==> src/rtl/mrpt_pkg.sv <==
// shared types and constants for the primality test core
`default_nettype none
package mrpt_pkg;
    localparam int unsigned WIT_TABLE_SIZE = 12;
    localparam int unsigned WIT_BITS = 6;
    localparam int unsigned WIT_IDX_BITS = 4;

    function automatic logic [WIT_BITS-1:0] witness(input logic [WIT_IDX_BITS-1:0] idx);
        logic [WIT_BITS-1:0] w;
        begin
            case (idx)
                4'd0: w = 6'd2;
                4'd1: w = 6'd3;
                4'd2: w = 6'd5;
                4'd3: w = 6'd7;
                4'd4: w = 6'd11;
                4'd5: w = 6'd13;
                4'd6: w = 6'd17;
                4'd7: w = 6'd19;
                4'd8: w = 6'd23;
                4'd9: w = 6'd29;
                4'd10: w = 6'd31;
                4'd11: w = 6'd37;
                default: w = 6'd37;
            endcase
            return w;
        end
    endfunction

    typedef enum logic [3:0] {
        T_IDLE, T_BASE, T_POW_SQ, T_POW_MUL, T_CHAIN, T_CHECK, T_DONE
    } t_be_state;

    typedef enum logic [1:0] {
        T_CLS_RUN, T_CLS_PRIME, T_CLS_COMP
    } t_class;
endpackage
`default_nettype wire

==> src/rtl/mrpt_mulmod.sv <==
// iterative double-and-add modular multiplier, one multiplier bit per cycle
`default_nettype none
module mrpt_mulmod
    import mrpt_pkg::*;
#(
    parameter int unsigned W = 63
) (
    input  wire logic         i_clk,
    input  wire logic         i_rst_n,
    input  wire logic         i_start,
    input  wire logic [W-1:0] i_a,
    input  wire logic [W-1:0] i_b,
    input  wire logic [W-1:0] i_m,
    output logic              o_busy,
    output logic              o_done,
    output logic [W-1:0]      o_p
);
    logic [W-1:0] r_acc, r_a, r_b, r_m;
    logic         r_busy, r_done;
    logic [W:0]   sum_acc, sum_dbl;
    logic [W-1:0] n_acc, n_a;

    assign sum_acc = {1'b0, r_acc} + {1'b0, r_a};
    assign sum_dbl = {r_a, 1'b0};
    always_comb begin
        n_acc = r_acc;
        if (r_b[0]) begin
            n_acc = (sum_acc >= {1'b0, r_m}) ? W'(sum_acc - {1'b0, r_m}) : sum_acc[W-1:0];
        end
        n_a = (sum_dbl >= {1'b0, r_m}) ? W'(sum_dbl - {1'b0, r_m}) : sum_dbl[W-1:0];
    end

    always_ff @(posedge i_clk) begin
        if (!i_rst_n) begin
            r_busy <= 1'b0;
            r_done <= 1'b0;
        end else begin
            r_done <= 1'b0;
            if (i_start && !r_busy) begin
                r_busy <= 1'b1;
            end else if (r_busy && r_b == '0) begin
                r_busy <= 1'b0;
                r_done <= 1'b1;
            end
        end
    end

    always_ff @(posedge i_clk) begin
        if (i_start && !r_busy) begin
            r_acc <= '0;
            r_a   <= i_a;
            r_b   <= i_b;
            r_m   <= i_m;
        end else if (r_busy && r_b != '0) begin
            r_acc <= n_acc;
            r_a   <= n_a;
            r_b   <= r_b >> 1;
        end
    end

    assign o_busy = r_busy;
    assign o_done = r_done;
    assign o_p    = r_acc;
endmodule
`default_nettype wire

==> src/rtl/mrpt_front.sv <==
// front end: takes candidates, settles trivial ones, queues every word with its class
`default_nettype none
module mrpt_front
    import mrpt_pkg::*;
#(
    parameter int unsigned W = 63
) (
    input  wire logic         i_clk,
    input  wire logic         i_rst_n,
    input  wire logic         i_start,
    input  wire logic [W-1:0] i_candidate,
    output logic              o_busy,
    output logic              o_q_valid,
    output logic [W-1:0]      o_q_n,
    output t_class            o_q_cls,
    input  wire logic         i_q_pop
);
    // two-entry queue
    logic [W-1:0] r_n [2];
    t_class       r_c [2];
    logic [1:0]   r_cnt;
    logic         r_wp, r_rp;
    logic         push;
    t_class       cls;

    // small candidates: prime iff equal to some base below 38
    always_comb begin
        cls = T_CLS_RUN;
        if (i_candidate < W'(38)) begin
            cls = T_CLS_COMP;
            for (int i = 0; i < WIT_TABLE_SIZE; i++) begin
                if (i_candidate == W'(witness(WIT_IDX_BITS'(i)))) cls = T_CLS_PRIME;
            end
        end
    end

    assign o_busy = (r_cnt == 2'd2);
    assign push   = i_start && !o_busy;

    always_ff @(posedge i_clk) begin
        if (!i_rst_n) begin
            r_cnt <= '0;
            r_wp  <= 1'b0;
            r_rp  <= 1'b0;
        end else begin
            if (push) r_wp <= ~r_wp;
            if (i_q_pop) r_rp <= ~r_rp;
            r_cnt <= r_cnt + 2'(push) - 2'(i_q_pop);
        end
    end

    always_ff @(posedge i_clk) begin
        if (push) begin
            r_n[r_wp] <= i_candidate;
            r_c[r_wp] <= cls;
        end
    end

    assign o_q_valid = (r_cnt != 2'd0);
    assign o_q_n     = r_n[r_rp];
    assign o_q_cls   = r_c[r_rp];
endmodule
`default_nettype wire

==> src/rtl/mrpt_back.sv <==
// back end: witness loop over modular exponentiation and squaring chain
`default_nettype none
module mrpt_back
    import mrpt_pkg::*;
#(
    parameter int unsigned W = 63,
    parameter int unsigned NUM_WITNESSES = 12
) (
    input  wire logic         i_clk,
    input  wire logic         i_rst_n,
    input  wire logic         i_q_valid,
    input  wire logic [W-1:0] i_q_n,
    input  wire t_class       i_q_cls,
    output logic              o_q_pop,
    output logic              o_valid,
    output logic              o_is_prime
);
    localparam int unsigned SB = $clog2(W + 1);
    t_be_state r_st, n_st;
    logic [W-1:0] r_n, r_odd, r_e, r_acc, r_b, r_x;
    logic [SB-1:0] r_s, r_k;
    logic [WIT_IDX_BITS-1:0] r_wi;
    logic r_mdone_seen, r_ok, r_seen_m1;
    logic r_valid, r_prime;
    logic mul_start, mul_busy, mul_done;
    logic [W-1:0] ma, mb, mp;
    logic [W-1:0] nm1;
    logic [W-1:0] wb;
    logic last_w;
    logic base_ok;

    assign nm1 = r_n - W'(1);
    assign wb  = W'(witness(r_wi));
    assign last_w = (32'(r_wi) + 1 >= NUM_WITNESSES) || (32'(r_wi) + 1 >= WIT_TABLE_SIZE);
    // current base passes: chain bottom is 1 and, if any squaring happens, b^odd is 1 or n-1 comes before the bottom
    assign base_ok = r_ok && ((r_s != '0) ? r_seen_m1 : (r_x == W'(1)));

    mrpt_mulmod #(.W(W)) u_mul (
        .i_clk(i_clk), .i_rst_n(i_rst_n), .i_start(mul_start),
        .i_a(ma), .i_b(mb), .i_m(r_n), .o_busy(mul_busy), .o_done(mul_done), .o_p(mp)
    );

    // next state
    always_comb begin
        n_st = r_st;
        case (r_st)
            T_IDLE: if (i_q_valid) n_st = (i_q_cls == T_CLS_RUN) ? T_BASE : T_DONE;
            T_BASE: n_st = (r_odd[0] == 1'b0 && r_odd != '0) ? T_BASE : T_POW_MUL;
            T_POW_MUL: if (r_mdone_seen) n_st = T_POW_SQ;
            T_POW_SQ: if (r_mdone_seen) n_st = (r_e == '0) ? T_CHAIN : T_POW_MUL;
            T_CHAIN: if (r_mdone_seen && r_k == '0) n_st = T_CHECK;
            T_CHECK: n_st = (!base_ok || last_w) ? T_DONE : T_BASE;
            T_DONE: n_st = T_IDLE;
            default: n_st = T_IDLE;
        endcase
    end

    // multiplier operands and start
    always_comb begin
        mul_start = 1'b0;
        ma = r_acc;
        mb = r_b;
        case (r_st)
            T_POW_MUL: begin
                ma = r_acc; mb = r_b;
                mul_start = r_e[0] && !mul_busy && !mul_done && !r_mdone_seen;
            end
            T_POW_SQ: begin
                ma = r_b; mb = r_b;
                mul_start = !mul_busy && !mul_done && !r_mdone_seen && r_e != '0;
            end
            T_CHAIN: begin
                ma = r_x; mb = r_x;
                mul_start = (r_k != '0) && !mul_busy && !mul_done && !r_mdone_seen;
            end
            default: mul_start = 1'b0;
        endcase
    end

    assign o_q_pop = (r_st == T_IDLE) && i_q_valid;

    always_ff @(posedge i_clk) begin
        if (!i_rst_n) begin
            r_st    <= T_IDLE;
            r_valid <= 1'b0;
        end else begin
            r_st    <= n_st;
            r_valid <= (r_st == T_DONE);
        end
    end

    // datapath
    always_ff @(posedge i_clk) begin
        r_mdone_seen <= 1'b0;
        case (r_st)
            T_IDLE: begin
                r_n   <= i_q_n;
                r_wi  <= '0;
                r_prime <= (i_q_cls == T_CLS_PRIME);
                r_ok  <= 1'b1;
                r_odd <= i_q_n - W'(1);
                r_s   <= '0;
            end
            T_BASE: begin
                // odd part found once per candidate; reuse after first base
                if (r_odd[0] == 1'b0 && r_odd != '0) begin
                    r_odd <= r_odd >> 1;
                    r_s   <= r_s + SB'(1);
                end else begin
                    r_e   <= r_odd;
                    r_acc <= W'(1);
                    r_b   <= wb;
                end
            end
            T_POW_MUL: begin
                if (!r_e[0] && !r_mdone_seen) r_mdone_seen <= 1'b1;
                if (mul_done) begin r_acc <= mp; r_mdone_seen <= 1'b1; end
                if (r_mdone_seen) r_e <= r_e >> 1;
            end
            T_POW_SQ: begin
                if (r_e == '0) begin
                    r_mdone_seen <= 1'b1;
                    r_x  <= r_acc;
                    r_k  <= r_s;
                    r_seen_m1 <= (r_acc == W'(1)) || (r_acc == nm1);
                end
                if (mul_done) begin r_b <= mp; r_mdone_seen <= 1'b1; end
            end
            T_CHAIN: begin
                // squares downward: x = b^(odd*2^j); pass if 1 at top, or n-1 before end
                if (r_k == '0) r_mdone_seen <= 1'b1;
                if (mul_done) begin
                    r_x <= mp;
                    r_k <= r_k - SB'(1);
                    if (mp == nm1 && r_k != SB'(1)) r_seen_m1 <= 1'b1;
                    if (r_k == SB'(1) && mp != W'(1)) r_ok <= 1'b0;
                    if (mp == nm1 && r_k == SB'(1)) r_ok <= 1'b0;
                end
            end
            T_CHECK: begin
                r_ok <= base_ok;
                r_wi <= r_wi + WIT_IDX_BITS'(1);
                r_prime <= base_ok;
            end
            default: ;
        endcase
    end

    assign o_valid    = r_valid;
    assign o_is_prime = r_prime;
endmodule
`default_nettype wire

==> src/rtl/miller_rabin_prime_test_core.sv <==
// top level of the deterministic miller-rabin primality tester
// candidates below 38 are settled in the front end; the rest run through up to 12
// witness bases, each a modular exponentiation and a squaring chain on the multiplier
// throughput: one word at a time in the back end, set by the bit-serial multiplier
// a two-word queue lets start be taken while the back end works; receiver cannot stall
// reset: synchronous active-low i_rst_n empties the queue and idles the back end
`default_nettype none
module miller_rabin_prime_test_core
    import mrpt_pkg::*;
#(
    parameter int unsigned NUM_WITNESSES = 12,
    parameter int unsigned VALUE_BITS = 63
) (
    input  wire logic                  i_clk,
    input  wire logic                  i_rst_n,
    input  wire logic                  start,
    output logic                       busy,
    input  wire logic [VALUE_BITS-1:0] i_candidate,
    output logic                       o_valid,
    output logic                       o_is_prime
);
    logic              q_valid, q_pop;
    logic [VALUE_BITS-1:0] q_n;
    t_class            q_cls;

    // front: classify small words, queue every word with its class
    mrpt_front #(.W(VALUE_BITS)) u_front (
        .i_clk(i_clk), .i_rst_n(i_rst_n), .i_start(start), .i_candidate(i_candidate),
        .o_busy(busy), .o_q_valid(q_valid), .o_q_n(q_n), .o_q_cls(q_cls), .i_q_pop(q_pop)
    );

    // back: witness loop, one word at a time
    mrpt_back #(.W(VALUE_BITS), .NUM_WITNESSES(NUM_WITNESSES)) u_back (
        .i_clk(i_clk), .i_rst_n(i_rst_n), .i_q_valid(q_valid), .i_q_n(q_n),
        .i_q_cls(q_cls), .o_q_pop(q_pop), .o_valid(o_valid), .o_is_prime(o_is_prime)
    );
endmodule
`default_nettype wire

==> config.mk <==
export PLATFORM = sky130hd
export DESIGN_NAME = miller_rabin_prime_test_core
export DESIGN_NICKNAME = d
export VERILOG_FILES = /design/src/rtl/mrpt_pkg.sv /design/src/rtl/mrpt_mulmod.sv /design/src/rtl/mrpt_front.sv /design/src/rtl/mrpt_back.sv /design/src/rtl/miller_rabin_prime_test_core.sv
export SDC_FILE = /design/constraint.sdc
export NUM_CORES = 2
export LEC_CHECK = 0
export BUFFER_PORTS_ARGS = -buffer_cell sky130_fd_sc_hd__buf_2
export CELL_PAD_IN_SITES_DETAIL_PLACEMENT = 2
export CELL_PAD_IN_SITES_GLOBAL_PLACEMENT = 2
export CORE_UTILIZATION = 42
export CTS_CLUSTER_DIAMETER = 30
export DETAILED_ROUTE_END_ITERATION = 6
export PLACE_DENSITY_LB_ADDON = 0.1
export SLEW_MARGIN = 15
export SYNTH_ARGS = -nofsm -noshare
export SYNTH_HDL_FRONTEND = slang
export SYNTH_SLANG_ARGS = --single-unit
==> constraint.sdc <==
create_clock -name i_clk -period 9.4 [get_ports i_clk]
set_clock_uncertainty 0.1 [all_clocks]
set_input_delay 1.88 -clock i_clk [delete_from_list [all_inputs] [get_ports i_clk]]
set_output_delay 1.88 -clock i_clk [all_outputs]
set_load 0.03 [all_outputs]
==> impl_metrics.toml <==
[synth]
synth_area_per_cell_um2 = 9.69
yosysSeqAreaShare_pct = 46.7
syn-num-nets = 5378
synth.top_cell.area_share_pct = 43.4
synth_edf_count = 716
synth-seq-cells = 797
yosys-top-cells-area = "edfxtp_1 (43%), nand2_1 (5.1%), ha_1 (5.1%)"
yosysMostFrequentCell = "edfxtp_1"
yosysUniqueCellTypes = 83
ys.flop_type = "edfxtp_1"
synth_common_cells = "edfxtp_1 (716), nand2_1 (673), a21oi_1 (389)"
synth_warnings = 0
synth.cell_area_um2 = 49500
async_reset_ff_share_pct = 0
postSynthCellCount = 5108
synth_top_area_cell = "edfxtp_1"

[floorplan]
die_area_um2 = 119000
start_util_pct = 42.5
fp-row-count = 125
die_w_um = 345
ios = 69
coreArea_um2 = 117000
die_h_um = 345

[placement]
numPortBuffers = 68
dp_hpwl_um = 151000
gp_congestion = 0.966

[min_path]
min_path_cells = 1
hp-start = "u_back.wb[1]"
hp-class = "flop to flop"
holdPathEnd = "u_back.r_b[1]"

[worst_setup_path]
rrSetupSlack_ns = 1.57
r2r-end = "u_back.u_mul.o_p[61]"
path_class = "flop to flop"
worstPathArrival_ns = 8.43
cp_max_fo = 8
end_kind = "flop"
ff2ff_path_depth = 21
r2r_start = "u_back.u_mul.o_p[2]"
cp.required_ns = 10.00
startpoint_type = "flop"

[sta]
setup_violations = 0
worstMarginPinSlew_ns = 1.28
whs_ns = 0.438
fin_tns_setup_ns = 0
period_minus_slack_ns = 7.83
slew_viol_final = 0
worst_slew_margin_rel_pct = 14.6
fin_crit_sh_pct = 83.3
fmax_mhz = 128
rsz0062_at_grt = "false"
hold_viol = 0

[clock_network]
cts_root_buf = "clkbuf_16"
clkTransAtPathRegs_ns = 0.05
numCtsBuffers = 200
ctsHoldBuffers = 0
clk_path_buf_depth = 3
cts_setup_buffers = 0
htreeDepth = 4
cts_sinks = 797
cts_tree = "done"
cts_resized = 0
clk_latency_ns = 0.83

[routing]
highest_layer = "met5"
antenna_left = 0
first_pass_iters = 6
viasPerCell = 6.52
wl_um = 226000
vias = 44900
met2_length_um = 103000
m1WireLength_um = 93100
drtIter0Drc = 4069
wl_per_cell_um = 32.9
route.met3.wl_um = 16100
drc = 0

[global_route]
grt_pass1_vias = 48100
antenna_found_initial = 17
grt_max_degree = 191
overflow = 0
grt_pass1_wl_um = 332000
track_usage_pct = 37.4

[layout]
top_register = "u_front.r_n"
largest_register_ffs = 126
nets = 5443
nFillCells = 11700
drive_above_1_share_pct = 10.9
multiInputGateArea_um2 = 24800
area_growth_pct = 18.4
ff_latch_area_um2 = 23100

[run_status]
status = "completed"

[flow_run]
drv_cap = 0
per-layer routing:
metal | track usage, % | up-vias
met3 | 6.24 | 582
li1 | - | 19200
met5 | 0 | -
met2 | 59.1 | 2018
met4 | 21.4 | 6
met1 | 48.5 | 23100
how the worst max path moves through the flow:
| stage | cells past startpoint | startpoint | end |
|---|---|---|---|
| finish | 21 | u_back.u_mul.o_p[2] | u_back.u_mul.o_p[61] |
| global route | 21 | u_back.u_mul.o_p[2] | u_back.u_mul.o_p[61] |
| CTS | 21 | u_back.u_mul.o_p[2] | u_back.u_mul.o_p[61] |
| detailed placement | 21 | u_back.u_mul.o_p[2] | u_back.u_mul.o_p[61] |
| global placement | 21 | u_back.u_mul.r_a[6] | u_back.u_mul.o_p[61] |
| floorplan | 10 | u_back.r_st[1] | u_back.wb[1] |
kinds of logic (layout without fill, tap and decap cells):
kind of cell | after synthesis | count (layout) | synth area share, %
and+or+nand+nor | 1918 | 1918 | 19.3
AOI/OAI and AO/OA | 1226 | 1226 | 15.5
DFF | 797 | 797 | 46.7
buffers and inverters | 444 | 683 | 3.47
xor gates and xnor gates | 400 | 400 | 7.39
adders and majority gates | 204 | 204 | 5.20
muxes | 119 | 119 | 2.52
other | 0 | 6 | 0
stage by stage:
step | util (%) | cells | area, um2 | worst slack, ns
floorplan | - | 5108 | 49500 | 2.53
global placement | 44.1 | 6494 | 51400 | 1.92
detailed placement | 44.1 | 6494 | 51400 | 1.74
CTS | 50.3 | 6870 | 58600 | 1.61
global route | 50.3 | 6871 | 58600 | 1.17
finish | 50.3 | 6877 | 58600 | 1.57
final cells by class:
| class | count | share of cell area (%) |
|---|---|---|
| Clock inverter | 148 | 3.32 |
| Inverter | 167 | 1.07 |
| Clock buffer | 228 | 8.99 |
| Antenna cell | 6 | 0.0256 |
| Timing Repair Buffer | 140 | 1.57 |
| Sequential cell | 797 | 39.5 |
| Multi-Input combinational cell | 3867 | 42.3 |
| Tap cell | 1524 | 3.25 |
critical path, stage by stage (launching register included):
cell and delay [ns]:
dfxtp_1 0.59, ha_1 0.34, o21ai_0 0.16, o21ai_0 0.59, nand4_1 0.16, o211ai_1 0.22, o31ai_1 0.21, o41ai_1 0.96
nor2b_1 0.27, nor2_1 0.07, xnor2_1 0.18, ha_1 0.36, and2_1 0.21, nand3_1 0.16, or3_1 0.41, a2111oi_0 0.89
o21ai_0 0.23, o21ai_1 0.67, nor4_1 0.10, or3_1 0.32, or3_1 0.35, a31oi_1 0.16
placed cells by master, fill, tap and decap left out, types with 79 or more instances in the layout:
| cell type | instances |
|---|---|
| and2_1 | 139 |
| clkbuf_16 | 205 |
| nor2_1 | 268 |
| nand4_1 | 89 |
| xnor2_1 | 256 |
| ha_1 | 201 |
| nand2_1 | 667 |
| and3_1 | 86 |
| nor3_1 | 116 |
| nor4_1 | 150 |
| inv_1 | 166 |
| dfxtp_1 | 79 |
| nand3_1 | 178 |
| edfxtp_1 | 716 |
| a21o_1 | 118 |
| a21oi_1 | 389 |
| xor2_1 | 133 |
| o21ai_0 | 309 |
Power is left out: the tool's default activity adds up to more than one toggle a clock period on the data nets, which glitch-free logic cannot reach.
